===== src/rtl/core/modular_inverse_euclid_assert.svh =====
// Assertion macros shared by the modular inverse RTL.
// Each macro expects clk and rst_n in the scope where it is used.
`ifndef MODULAR_INVERSE_EUCLID_ASSERT_SVH
`define MODULAR_INVERSE_EUCLID_ASSERT_SVH

// Same-cycle implication, disabled during reset.
`define MIE_ASSERT_SAME(lbl, ante, cons, msg) \
  lbl: assert property (@(posedge clk) disable iff (!rst_n) (ante) |-> (cons)) \
    else $error(msg);

// Next-cycle implication, disabled during reset.
`define MIE_ASSERT_NEXT(lbl, ante, cons, msg) \
  lbl: assert property (@(posedge clk) disable iff (!rst_n) (ante) |=> (cons)) \
    else $error(msg);

`endif


===== src/rtl/core/mie_pkg.sv =====
// Package for the modular inverse block: field widths, reset constant, sequencer codes.
// No dependencies.
`timescale 1ns / 1ps

package mie_pkg;

  localparam int unsigned FIELD_BITS = 32;
  localparam logic [FIELD_BITS-1:0] MODULUS_RESET = 32'd1000000007;

  localparam int unsigned ST_BITS = 3;
  typedef logic [ST_BITS-1:0] state_t;

  localparam state_t ST_IDLE   = 3'd0;
  localparam state_t ST_REDUCE = 3'd1;
  localparam state_t ST_CHECK  = 3'd2;
  localparam state_t ST_STEP   = 3'd3;
  localparam state_t ST_FINISH = 3'd4;

endpackage


===== src/rtl/core/mie_divstep.sv =====
// Shared radix-2 restoring divider for the modular inverse block.
// It forms the remainder and, bit by bit, the product of the quotient and a multiplicand.
// Depends on nothing.
`timescale 1ns / 1ps

module mie_divstep #(
  parameter int unsigned W = 32
) (
  input  logic         clk,
  input  logic         rst_n,
  input  logic         start,
  input  logic [W-1:0] dividend,
  input  logic [W-1:0] divisor,
  input  logic [W-1:0] mult,
  output logic         busy,
  output logic         done,
  output logic [W-1:0] rem,
  output logic [W-1:0] prod
);

  localparam int unsigned CW = (W > 1) ? $clog2(W) : 1;

  logic          busy_r, busy_nxt;
  logic          done_r, done_nxt;
  logic [CW-1:0] cnt_r, cnt_nxt;
  logic [W-1:0]  quo_r, quo_nxt;
  logic [W-1:0]  rem_r, rem_nxt;
  logic [W-1:0]  prod_r, prod_nxt;
  logic [W-1:0]  div_r, div_nxt;
  logic [W-1:0]  mul_r, mul_nxt;
  logic [W:0]    trial;
  logic [W:0]    diff;
  logic          fits;

  assign trial = {rem_r, quo_r[W-1]};
  assign diff  = trial - {1'b0, div_r};
  assign fits  = trial >= {1'b0, div_r};

  always_comb begin
    busy_nxt = busy_r;
    done_nxt = 1'b0;
    cnt_nxt  = cnt_r;
    quo_nxt  = quo_r;
    rem_nxt  = rem_r;
    prod_nxt = prod_r;
    div_nxt  = div_r;
    mul_nxt  = mul_r;
    if (start && !busy_r) begin
      busy_nxt = 1'b1;
      cnt_nxt  = '0;
      quo_nxt  = dividend;
      rem_nxt  = '0;
      prod_nxt = '0;
      div_nxt  = divisor;
      mul_nxt  = mult;
    end else if (busy_r) begin
      quo_nxt  = {quo_r[W-2:0], 1'b0};
      rem_nxt  = fits ? diff[W-1:0] : trial[W-1:0];
      prod_nxt = {prod_r[W-2:0], 1'b0} + (fits ? mul_r : '0);
      cnt_nxt  = cnt_r + 1'b1;
      if (cnt_r == CW'(W - 1)) begin
        busy_nxt = 1'b0;
        done_nxt = 1'b1;
      end
    end
  end

  always_ff @(posedge clk) begin
    if (!rst_n) begin
      busy_r <= 1'b0;
      done_r <= 1'b0;
      cnt_r  <= '0;
    end else begin
      busy_r <= busy_nxt;
      done_r <= done_nxt;
      cnt_r  <= cnt_nxt;
    end
    quo_r  <= quo_nxt;
    rem_r  <= rem_nxt;
    prod_r <= prod_nxt;
    div_r  <= div_nxt;
    mul_r  <= mul_nxt;
  end

  assign busy = busy_r;
  assign done = done_r;
  assign rem  = rem_r;
  assign prod = prod_r;

endmodule


===== src/rtl/core/modular_inverse_euclid.sv =====
// Modular inverse of one operand per transfer by the extended Euclidean algorithm.
// Each operand is first reduced by the modulus, then each Euclid step takes one run of the
// single shared one-bit-per-cycle divider; a 32-bit word takes up to about 46 steps.
// One operand is in work at a time and in_tready is low meanwhile; a finished result
// waits in the output register while the next operand is taken. When the gcd is not 1
// the result is 1 with no_inverse set. Depends on mie_pkg, mie_divstep and
// modular_inverse_euclid_assert.svh.
`timescale 1ns / 1ps

module modular_inverse_euclid #(
  parameter int unsigned WORD_BITS = 32
) (
  input  logic                           clk,
  input  logic                           rst_n,
  input  logic                           cfg_wen,
  input  logic [mie_pkg::FIELD_BITS-1:0] cfg_wdata,   // modulus
  input  logic                           in_tvalid,
  output logic                           in_tready,
  input  logic [mie_pkg::FIELD_BITS-1:0] in_tdata,    // operand_value
  output logic                           out_tvalid,
  input  logic                           out_tready,
  output logic [mie_pkg::FIELD_BITS-1:0] out_tdata,   // inverse
  output logic                           out_tuser    // no_inverse
);

  import mie_pkg::*;

  localparam int unsigned W = (WORD_BITS < FIELD_BITS) ? WORD_BITS : FIELD_BITS;

  state_t       state_r, state_nxt;
  logic [W-1:0] mod_r, mod_nxt;
  logic [W-1:0] rprev_r, rprev_nxt;
  logic [W-1:0] rcur_r, rcur_nxt;
  logic [W-1:0] mprev_r, mprev_nxt;
  logic [W-1:0] mcur_r, mcur_nxt;
  logic         nprev_r, nprev_nxt;
  logic         ncur_r, ncur_nxt;
  logic [W-1:0] inv_r, inv_nxt;
  logic         flag_r, flag_nxt;
  logic         ovalid_r, ovalid_nxt;
  logic [W-1:0] odata_r, odata_nxt;
  logic         oflag_r, oflag_nxt;

  logic         div_start;
  logic [W-1:0] div_dividend;
  logic [W-1:0] div_divisor;
  logic [W-1:0] div_mult;
  logic         div_busy;
  logic         div_done;
  logic [W-1:0] div_rem;
  logic [W-1:0] div_prod;
  logic [W-1:0] red;
  logic         in_xfer;

  assign in_tready = (state_r == ST_IDLE);
  assign in_xfer   = in_tvalid && in_tready;
  assign red       = (mprev_r == mod_r) ? '0 : mprev_r;

  mie_divstep #(.W(W)) u_div (
    .clk      (clk),
    .rst_n    (rst_n),
    .start    (div_start),
    .dividend (div_dividend),
    .divisor  (div_divisor),
    .mult     (div_mult),
    .busy     (div_busy),
    .done     (div_done),
    .rem      (div_rem),
    .prod     (div_prod)
  );

  always_comb begin
    state_nxt    = state_r;
    mod_nxt      = cfg_wen ? cfg_wdata[W-1:0] : mod_r;
    rprev_nxt    = rprev_r;
    rcur_nxt     = rcur_r;
    mprev_nxt    = mprev_r;
    mcur_nxt     = mcur_r;
    nprev_nxt    = nprev_r;
    ncur_nxt     = ncur_r;
    inv_nxt      = inv_r;
    flag_nxt     = flag_r;
    ovalid_nxt   = ovalid_r && !out_tready;
    odata_nxt    = odata_r;
    oflag_nxt    = oflag_r;
    div_start    = 1'b0;
    div_dividend = in_tdata[W-1:0];
    div_divisor  = mod_r;
    div_mult     = '0;
    unique case (state_r)
      ST_IDLE: begin
        if (in_xfer) begin
          if (mod_r == '0) begin
            inv_nxt   = W'(1);
            flag_nxt  = 1'b1;
            state_nxt = ST_FINISH;
          end else begin
            div_start = 1'b1;
            state_nxt = ST_REDUCE;
          end
        end
      end
      ST_REDUCE: begin
        if (div_done) begin
          rprev_nxt = mod_r;
          rcur_nxt  = div_rem;
          mprev_nxt = '0;
          mcur_nxt  = W'(1);
          nprev_nxt = 1'b0;
          ncur_nxt  = 1'b0;
          state_nxt = ST_CHECK;
        end
      end
      ST_CHECK: begin
        div_dividend = rprev_r;
        div_divisor  = rcur_r;
        div_mult     = mcur_r;
        if (rcur_r == '0) begin
          if (rprev_r == W'(1)) begin
            inv_nxt  = (nprev_r && red != '0) ? mod_r - red : red;
            flag_nxt = 1'b0;
          end else begin
            inv_nxt  = W'(1);
            flag_nxt = 1'b1;
          end
          state_nxt = ST_FINISH;
        end else begin
          div_start = 1'b1;
          state_nxt = ST_STEP;
        end
      end
      ST_STEP: begin
        if (div_done) begin
          rprev_nxt = rcur_r;
          rcur_nxt  = div_rem;
          mprev_nxt = mcur_r;
          mcur_nxt  = div_prod + mprev_r;
          nprev_nxt = ncur_r;
          ncur_nxt  = !ncur_r;
          state_nxt = ST_CHECK;
        end
      end
      ST_FINISH: begin
        if (!ovalid_r || out_tready) begin
          ovalid_nxt = 1'b1;
          odata_nxt  = inv_r;
          oflag_nxt  = flag_r;
          state_nxt  = ST_IDLE;
        end
      end
      default: begin
        state_nxt = ST_IDLE;
      end
    endcase
  end

  always_ff @(posedge clk) begin
    if (!rst_n) begin
      state_r  <= ST_IDLE;
      mod_r    <= W'(MODULUS_RESET);
      ovalid_r <= 1'b0;
    end else begin
      state_r  <= state_nxt;
      mod_r    <= mod_nxt;
      ovalid_r <= ovalid_nxt;
    end
    rprev_r <= rprev_nxt;
    rcur_r  <= rcur_nxt;
    mprev_r <= mprev_nxt;
    mcur_r  <= mcur_nxt;
    nprev_r <= nprev_nxt;
    ncur_r  <= ncur_nxt;
    inv_r   <= inv_nxt;
    flag_r  <= flag_nxt;
    odata_r <= odata_nxt;
    oflag_r <= oflag_nxt;
  end

  assign out_tvalid = ovalid_r;
  assign out_tdata  = FIELD_BITS'(odata_r);
  assign out_tuser  = oflag_r;

`include "modular_inverse_euclid_assert.svh"

  `MIE_ASSERT_SAME(a_ready_div_idle, in_tready, !div_busy, "Divider busy while accepting.")
  `MIE_ASSERT_SAME(a_done_in_div_state, div_done,
    (state_r == ST_REDUCE) || (state_r == ST_STEP), "Divider finished in a wrong state.")
  `MIE_ASSERT_SAME(a_no_inv_is_one, out_tvalid && out_tuser,
    out_tdata == FIELD_BITS'(1), "No-inverse result is not one.")
  `MIE_ASSERT_NEXT(a_start_busy, div_start, div_busy, "Divider did not start.")

endmodule

===== config.mk =====
export PLATFORM = sky130hd
export DESIGN_NAME = modular_inverse_euclid
export DESIGN_NICKNAME = d
export VERILOG_FILES = /design/src/rtl/core/mie_pkg.sv /design/src/rtl/core/mie_divstep.sv /design/src/rtl/core/modular_inverse_euclid.sv
export VERILOG_INCLUDE_DIRS = /design/src /design/src/rtl/core
export SDC_FILE = /design/constraint.sdc
export NUM_CORES = 1
export LEC_CHECK = 0
export ABC_AREA = 1
export CAP_MARGIN = 20
export CORE_MARGIN = 3
export CORE_UTILIZATION = 45
export CTS_CLUSTER_SIZE = 12
export DETAILED_ROUTE_END_ITERATION = 12
export DONT_BUFFER_PORTS = 1
export PLACE_DENSITY_LB_ADDON = 0.25
export SLEW_MARGIN = 5
export SYNTH_ARGS = -nofsm -noshare
export SYNTH_HDL_FRONTEND = slang
export SYNTH_SLANG_ARGS = --single-unit

===== constraint.sdc =====
create_clock -name clk -period 16.88 [get_ports clk]
set_clock_uncertainty 0.1 [all_clocks]
set_input_delay 0.844 -clock clk [delete_from_list [all_inputs] [get_ports clk]]
set_output_delay 0.844 -clock clk [all_outputs]
set_load 0.05 [all_outputs]

==> results.py, run 1 <==
metrics = {
    "outcome": {
        "status": "complete, no violations",
    },
    "clocking": {
        "clk_path_buf_depth": 3,
        "clk_pin_slew_ns": 0.06,
        "htreeDepth": 2,
        "root_buffer": "clkbuf_16",
        "clock_sinks": 399,
        "cts_resized": 0,
        "clkLatencyLatePin_ns": 0.60,
        "cts_hold_buffers": 0,
        "cts_tree": "done",
        "post-cts-setup-buffers": 0,
        "numCtsBuffers": 45,
    },
    "critical_path": {
        "critPathKind": "flip-flop to flip-flop",
        "end_kind": "flip-flop",
        "reg2reg_slack_ns": 12.33,
        "critPathLaunchType": "flip-flop",
        "critPathMaxFanout": 34,
        "required_ns": 17.12,
        "critPathArrivalTime_ns": 4.79,
    },
    "cells_and_area": {
        "multi_input_area_um2": 10400,
        "final_common_cell": "nand2_1",
        "area_growth_pct": 9.60,
        "final_cell_mix": "nand2_1 (613), nor2_1 (321), inv_1 (292), edfxtp_1 (292), a21oi_1 (240)",
        "nets": 2911,
        "layout-drive-gt1-share": 0.0473,
        "regArea_um2": 10900,
        "n_fill_cell": 4664,
        "final_cells": 3416,
    },
    "sta": {
        "finalCritPeriodShare": 0.270,
        "setup_violations": 0,
        "rsz0062_at_grt": "no",
        "final_max_slew_viol_count": 0,
        "worst_pin_slew_ns": 1.00,
        "hold_viol": 0,
        "period_minus_slack_ns": 4.55,
        "timing.fmax_mhz": 220,
        "setup_tns_ns": 0,
        "max-slew-margin-rel": 0.333,
    },
    "logic_synthesis": {
        "synthMuxAreaShare": 0,
        "synth_edf_count": 292,
        "netlist_area_um2": 22800,
        "synthAdderAreaFrac": 0.0726,
        "synth_xor_area_frac": 0.0296,
        "synth_cells": 2730,
        "synth_simple_gate_area_frac": 0.193,
        "yosysTopAreaCell": "edfxtp_1",
        "synthFlopType": "edfxtp_1",
        "synthDominantCellAreaShare": 0.384,
        "netlist-cell-type-count": 51,
        "yosys-top-cells-area": "edfxtp_1 (38%), nand2_1 (10%), dfxtp_1 (9.4%), ha_1 (6.9%), nor2_1 (5.3%)",
        "synth_compound_area_frac": 0.160,
        "ys_ff_latch": 399,
        "synthesis.nets": 2929,
        "yosysSeqAreaShare": 0.478,
        "async_reset_ff_frac": 0,
        "synth-warning-count": 0,
        "synth_area_per_cell_um2": 8.36,
        "synth_top_family_by_area": "simple AND/OR/NAND/NOR gates",
    },
    "die": {
        "io_pins": 104,
        "fp.dieH_um": 231,
        "start_util": 0.460,
        "core-area_um2": 49600,
        "die-area_um2": 53400,
        "rows": 81,
        "die-width_um": 231,
    },
    "global_route": {
        "grt_usage": 0.249,
        "overflow": 0,
        "grt_pass1_wl_um": 103000,
        "grt_pass1_vias": 17800,
        "grt_max_degree": 86,
        "antenna_found_initial": 10,
    },
    "drt": {
        "post_drt_via_cell_ratio": 5.58,
        "wl_met2_um": 27600,
        "wl_per_cell_um": 19.8,
        "dr.first_iter.drc_count": 1872,
        "wirelength_um": 67600,
        "vias": 19100,
        "drc": 0,
        "wl_met3_um": 6980,
        "drtPass1Iterations": 5,
        "routed.top_layer": "met5",
        "ant_nets": 0,
        "route.layer.met1.wl_um": 30900,
    },
    "power_and_ir_drop": {
        "power.density_nw_per_um2": 167,
        "ir_drop_v": 0.000167,
        "power_mw": 4.18,
        "p_leak_nw": 10.8,
    },
    "min_path": {
        "hp-class": "input port to flip-flop",
    },
    "place": {
        "dpl.hpwl_um": 50900,
        "port_buffers": 0,
        "gp_congestion": 0.959,
        "dp_cells": 3328,
    },
    "job": {
        "maxCapViolCount": 0,
    },
}
[state kept, by name (all words and copies together), names as in the netlist, 3 cells and up]
signal	cells
inv_r	32
mcur_r	32
mod_r	32
mprev_r	32
out_tdata	32
rcur_r	32
rprev_r	32
u_div.div_r	32
u_div.mul_r	32
u_div.prod	32
u_div.quo_r	32
u_div.rem	32
u_div.cnt_r	5
state_r	3
[Yosys cell counts, types with 13 or more instances]
library cell and instances:
nor3_1 26, dfxtp_1 107, edfxtp_1 292, xor2_1 34
xnor2_1 43, o21ai_0 226, o21ai_1 13, nand4_1 15
o211ai_1 15, inv_2 14, a21oi_1 241, inv_1 292
nor4_1 30, clkbuf_1 55, buf_2 13, nor2_1 324
o21a_1 17, a21o_1 21, nand2_1 614, ha_1 126
nand3_1 66, a211oi_2 16, a31oi_1 47
[cell families (layout without fill, tap and decap cells)]
logic type	count (synthesis)	in the layout
AOI/OAI and AO/OA	640	640
xor gates and xnor gates	77	77
adders and majority gates	130	130
buffers and inverters	390	408
DFF	399	399
other	0	4
and+or+nand+nor	1094	1094
[power breakdown]
group	internal [mW]	total, mW	switching, mW
registers	1.39	1.60	0.205
clock network	0.589	1.01	0.421
logic	0.479	1.57	1.09
[worst max-delay path, cell delays in order (launching register included)]
cell and delay, ns:
edfxtp_1 0.53, xnor2_1 0.19, nand2_1 0.07, nor2_1 0.12, nand2_1 0.11, nor2_1 0.14, nand2_2 0.40, inv_1 0.36
nor2_1 0.10, ha_1 0.23, fa_1 0.42, o21ai_1 0.27, a21oi_1 0.18, o21ai_0 0.30, nand2_1 0.09, nand2_1 0.11
nand2_1 0.07, nand2_1 0.10, nand3_1 0.10, nand3_1 0.10, nand3_1 0.07, and2_1 0.15
[cell type report]
type | instances | share of cell area
tap | 664 | 0.0332
sequential | 399 | 0.436
antenna | 4 | 0.000400
clock buffer | 62 | 0.0488
clock inverter | 21 | 0.0116
multi-input combinational | 1941 | 0.418
timing repair buffer | 17 | 0.00590
inverter | 308 | 0.0463
[through the flow]
step	setup WS, ns	util	instance area [um2]	hold WS [ns]
after global placement	11.98	0.473	23500	0.302
final	12.33	0.505	25000	0.248
after floorplan	11.35	-	22800	0.300
after detailed placement	11.91	0.473	23500	0.305
after CTS	11.90	0.504	25000	0.218
after global routing	11.93	0.505	25000	0.224
[layer usage]
metal | vias up | GRT usage
met5 | - | 0
met4 | 8 | 0.0819
met3 | 115 | 0.0735
met2 | 734 | 0.357
met1 | 8921 | 0.358
li1 | 9279 | -
[path summary, 6_finish.rpt]
| path | cells after the start | start | endpoint |
|---|---|---|---|
| setup reg to reg | 21 | mprev_r[8] | inv_r[24] |
| hold reg to reg | 0 | inv_r[20] | out_tdata[20] |
| setup / recovery | 21 | mprev_r[8] | inv_r[24] |
| hold / removal | 1 | rst_n | mod_r[14] |
No activity file was read; power rests on OpenSTA's default activity.
==> run 2: changes to the inputs <==
Clock period 16.88 ns to 3.89 ns, I/O delays scaled along.
==> results.py, run 2 (synthesis results as in run 1) <==
metrics = {
    "clocking": {
        "clk_pin_slew_ns": 0.07,
        "numCtsBuffers": 45,
        "clkLatencyLatePin_ns": 0.61,
        "root_buffer": "clkbuf_16",
        "clk_path_buf_depth": 3,
        "htreeDepth": 2,
        "cts_tree": "done",
        "clock_sinks": 399,
    },
    "critical_path": {
        "max_stage_delay_ns": 0.38,
        "r2r_cells": 27,
        "required_ns": 4.29,
        "cp_slowest_cell": "edfxtp_1",
        "critPathArrivalTime_ns": 4.14,
        "critPathMaxFanout": 8,
        "critPathKind": "flip-flop to flip-flop",
        "critPathLaunchType": "flip-flop",
        "end_kind": "flip-flop",
        "worst_r2r_endpoint": "u_div.prod[27]",
        "reg2reg_slack_ns": 0.15,
        "r2r-start": "u_div.div_r[7]",
    },
    "power_and_ir_drop": {
        "p_sw_mw": 8.14,
        "internal_power_mw": 11.7,
        "seqPwrFrac": 0.350,
        "p_leak_nw": 11.8,
        "combPwrFrac": 0.422,
        "power_mw": 19.8,
        "switching_share": 0.411,
        "ir_drop_v": 0.000474,
        "p_clk_frac": 0.229,
        "power.density_nw_per_um2": 718,
    },
    "cells_and_area": {
        "layout-drive-gt1-share": 0.128,
        "n_fill_cell": 4395,
        "finalInstanceArea_um2": 27600,
        "area_growth_pct": 20.8,
        "final_cells": 3620,
        "regArea_um2": 10900,
        "final_util": 0.556,
        "nets": 3115,
        "final_common_cell": "nand2_1",
        "final_cell_mix": "nand2_1 (597), nor2_1 (303), edfxtp_1 (292)",
        "multi_input_area_um2": 11100,
    },
    "sta": {
        "max-slew-margin-rel": 0.341,
        "setup_violations": 0,
        "period_minus_slack_ns": 3.74,
        "final_max_slew_viol_count": 0,
        "hold_slack_ns": 0.0980,
        "setup_tns_ns": 0,
        "timing.fmax_mhz": 268,
        "worst_pin_slew_ns": 0.988,
        "hold_viol": 0,
        "fin_ws_ns": 0.154,
        "finalCritPeriodShare": 0.960,
    },
    "place": {
        "place_area_um2": 24400,
        "port_buffers": 0,
        "place_ws_ns": -0.0888,
        "gp_congestion": 0.980,
        "dp_cells": 3443,
        "dpl.hpwl_um": 53900,
    },
    "min_path": {
        "min-delay-start": "in_tvalid",
        "whs_endpoint": "state_r[0]",
        "whs_path_depth": 4,
        "hp-class": "input port to flip-flop",
    },
    "global_route": {
        "grt_usage": 0.263,
        "grt_max_degree": 86,
        "antenna_found_initial": 6,
        "grt_pass1_vias": 18800,
        "overflow": 0,
        "grt_pass1_wl_um": 109000,
    },
    "die": {
        "core-area_um2": 49600,
        "start_util": 0.460,
        "die-width_um": 231,
        "fp.dieH_um": 231,
        "rows": 81,
        "die-area_um2": 53400,
        "io_pins": 104,
    },
    "job": {
        "maxCapViolCount": 0,
    },
    "outcome": {
        "status": "complete, no violations",
    },
    "drt": {
        "vias": 20200,
        "wl_per_cell_um": 20.3,
        "drc": 0,
        "drtPass1Iterations": 6,
        "wirelength_um": 73300,
        "post_drt_via_cell_ratio": 5.58,
        "dr.first_iter.drc_count": 2255,
        "ant_nets": 0,
    },
}
[run 2: cell count changes in the layout (fill, tap and decap cells not counted), sizes merged]
cell,previous run,this run
buf,17,149
bufinv,5,6
clkbuf,62,66
clkinv,14,11
dlygate4sd3,0,70
[run 2: critical path, delay by kind of cell, from the launching register on]
| kind | cells | cell delay, ns |
|---|---|---|
| AOI/OAI and AO/OA | 3 | 0.57 |
| and+or+nand+nor | 18 | 1.54 |
| adders and majority gates | 2 | 0.54 |
| buffers and inverters | 4 | 0.51 |
| DFF | 1 | 0.38 |
[run 2: cell type report]
| cell class | count | share of cell area |
|---|---|---|
| timing repair buffer | 221 | 0.0708 |
| tap | 664 | 0.0301 |
| sequential | 399 | 0.396 |
| multi-input combinational | 1941 | 0.404 |
| antenna | 4 | 0.000363 |
| clock buffer | 64 | 0.0456 |
| clock inverter | 19 | 0.0108 |
| inverter | 308 | 0.0423 |
[run 2: layer usage]
layer  global-route usage  part of all wire
met5                    0           0.00045
met4               0.0651             0.025
met3               0.0532             0.096
met2                0.392              0.43
met1                0.393              0.45
[run 2: worst max-delay path by stage]
stage	from	to	cells after the start
floorplan	state_r[0]	mcur_r[0]	5
finish	u_div.div_r[7]	u_div.prod[27]	27
detailed placement	u_div.div_r[6]	u_div.prod[23]	27
global route	u_div.div_r[7]	u_div.prod[26]	28
CTS	u_div.div_r[12]	u_div.prod[23]	25
global placement	u_div.rem[11]	u_div.prod[23]	24
[run 2: what timing repair did]
action	in CTS	in global routing
hold endpoints to repair	75	0
setup buffers	0	15
cloned	0	3
endpoints found under the setup margin	7	32
hold buffers	70	0
pin swaps	0	28
gates resized for setup	2	138
[run 2: power by group through the flow]
stage | clock, mW | sequential, mW | combinational (mW)
finish | 4.53 | 6.92 | 8.35
global route | 4.76 | 7.01 | 9.20
CTS | 4.59 | 6.85 | 7.43
detailed placement | 0 | 6.92 | 7.31
global placement | 0 | 6.89 | 7.23
floorplan | 0 | 6.70 | 5.03
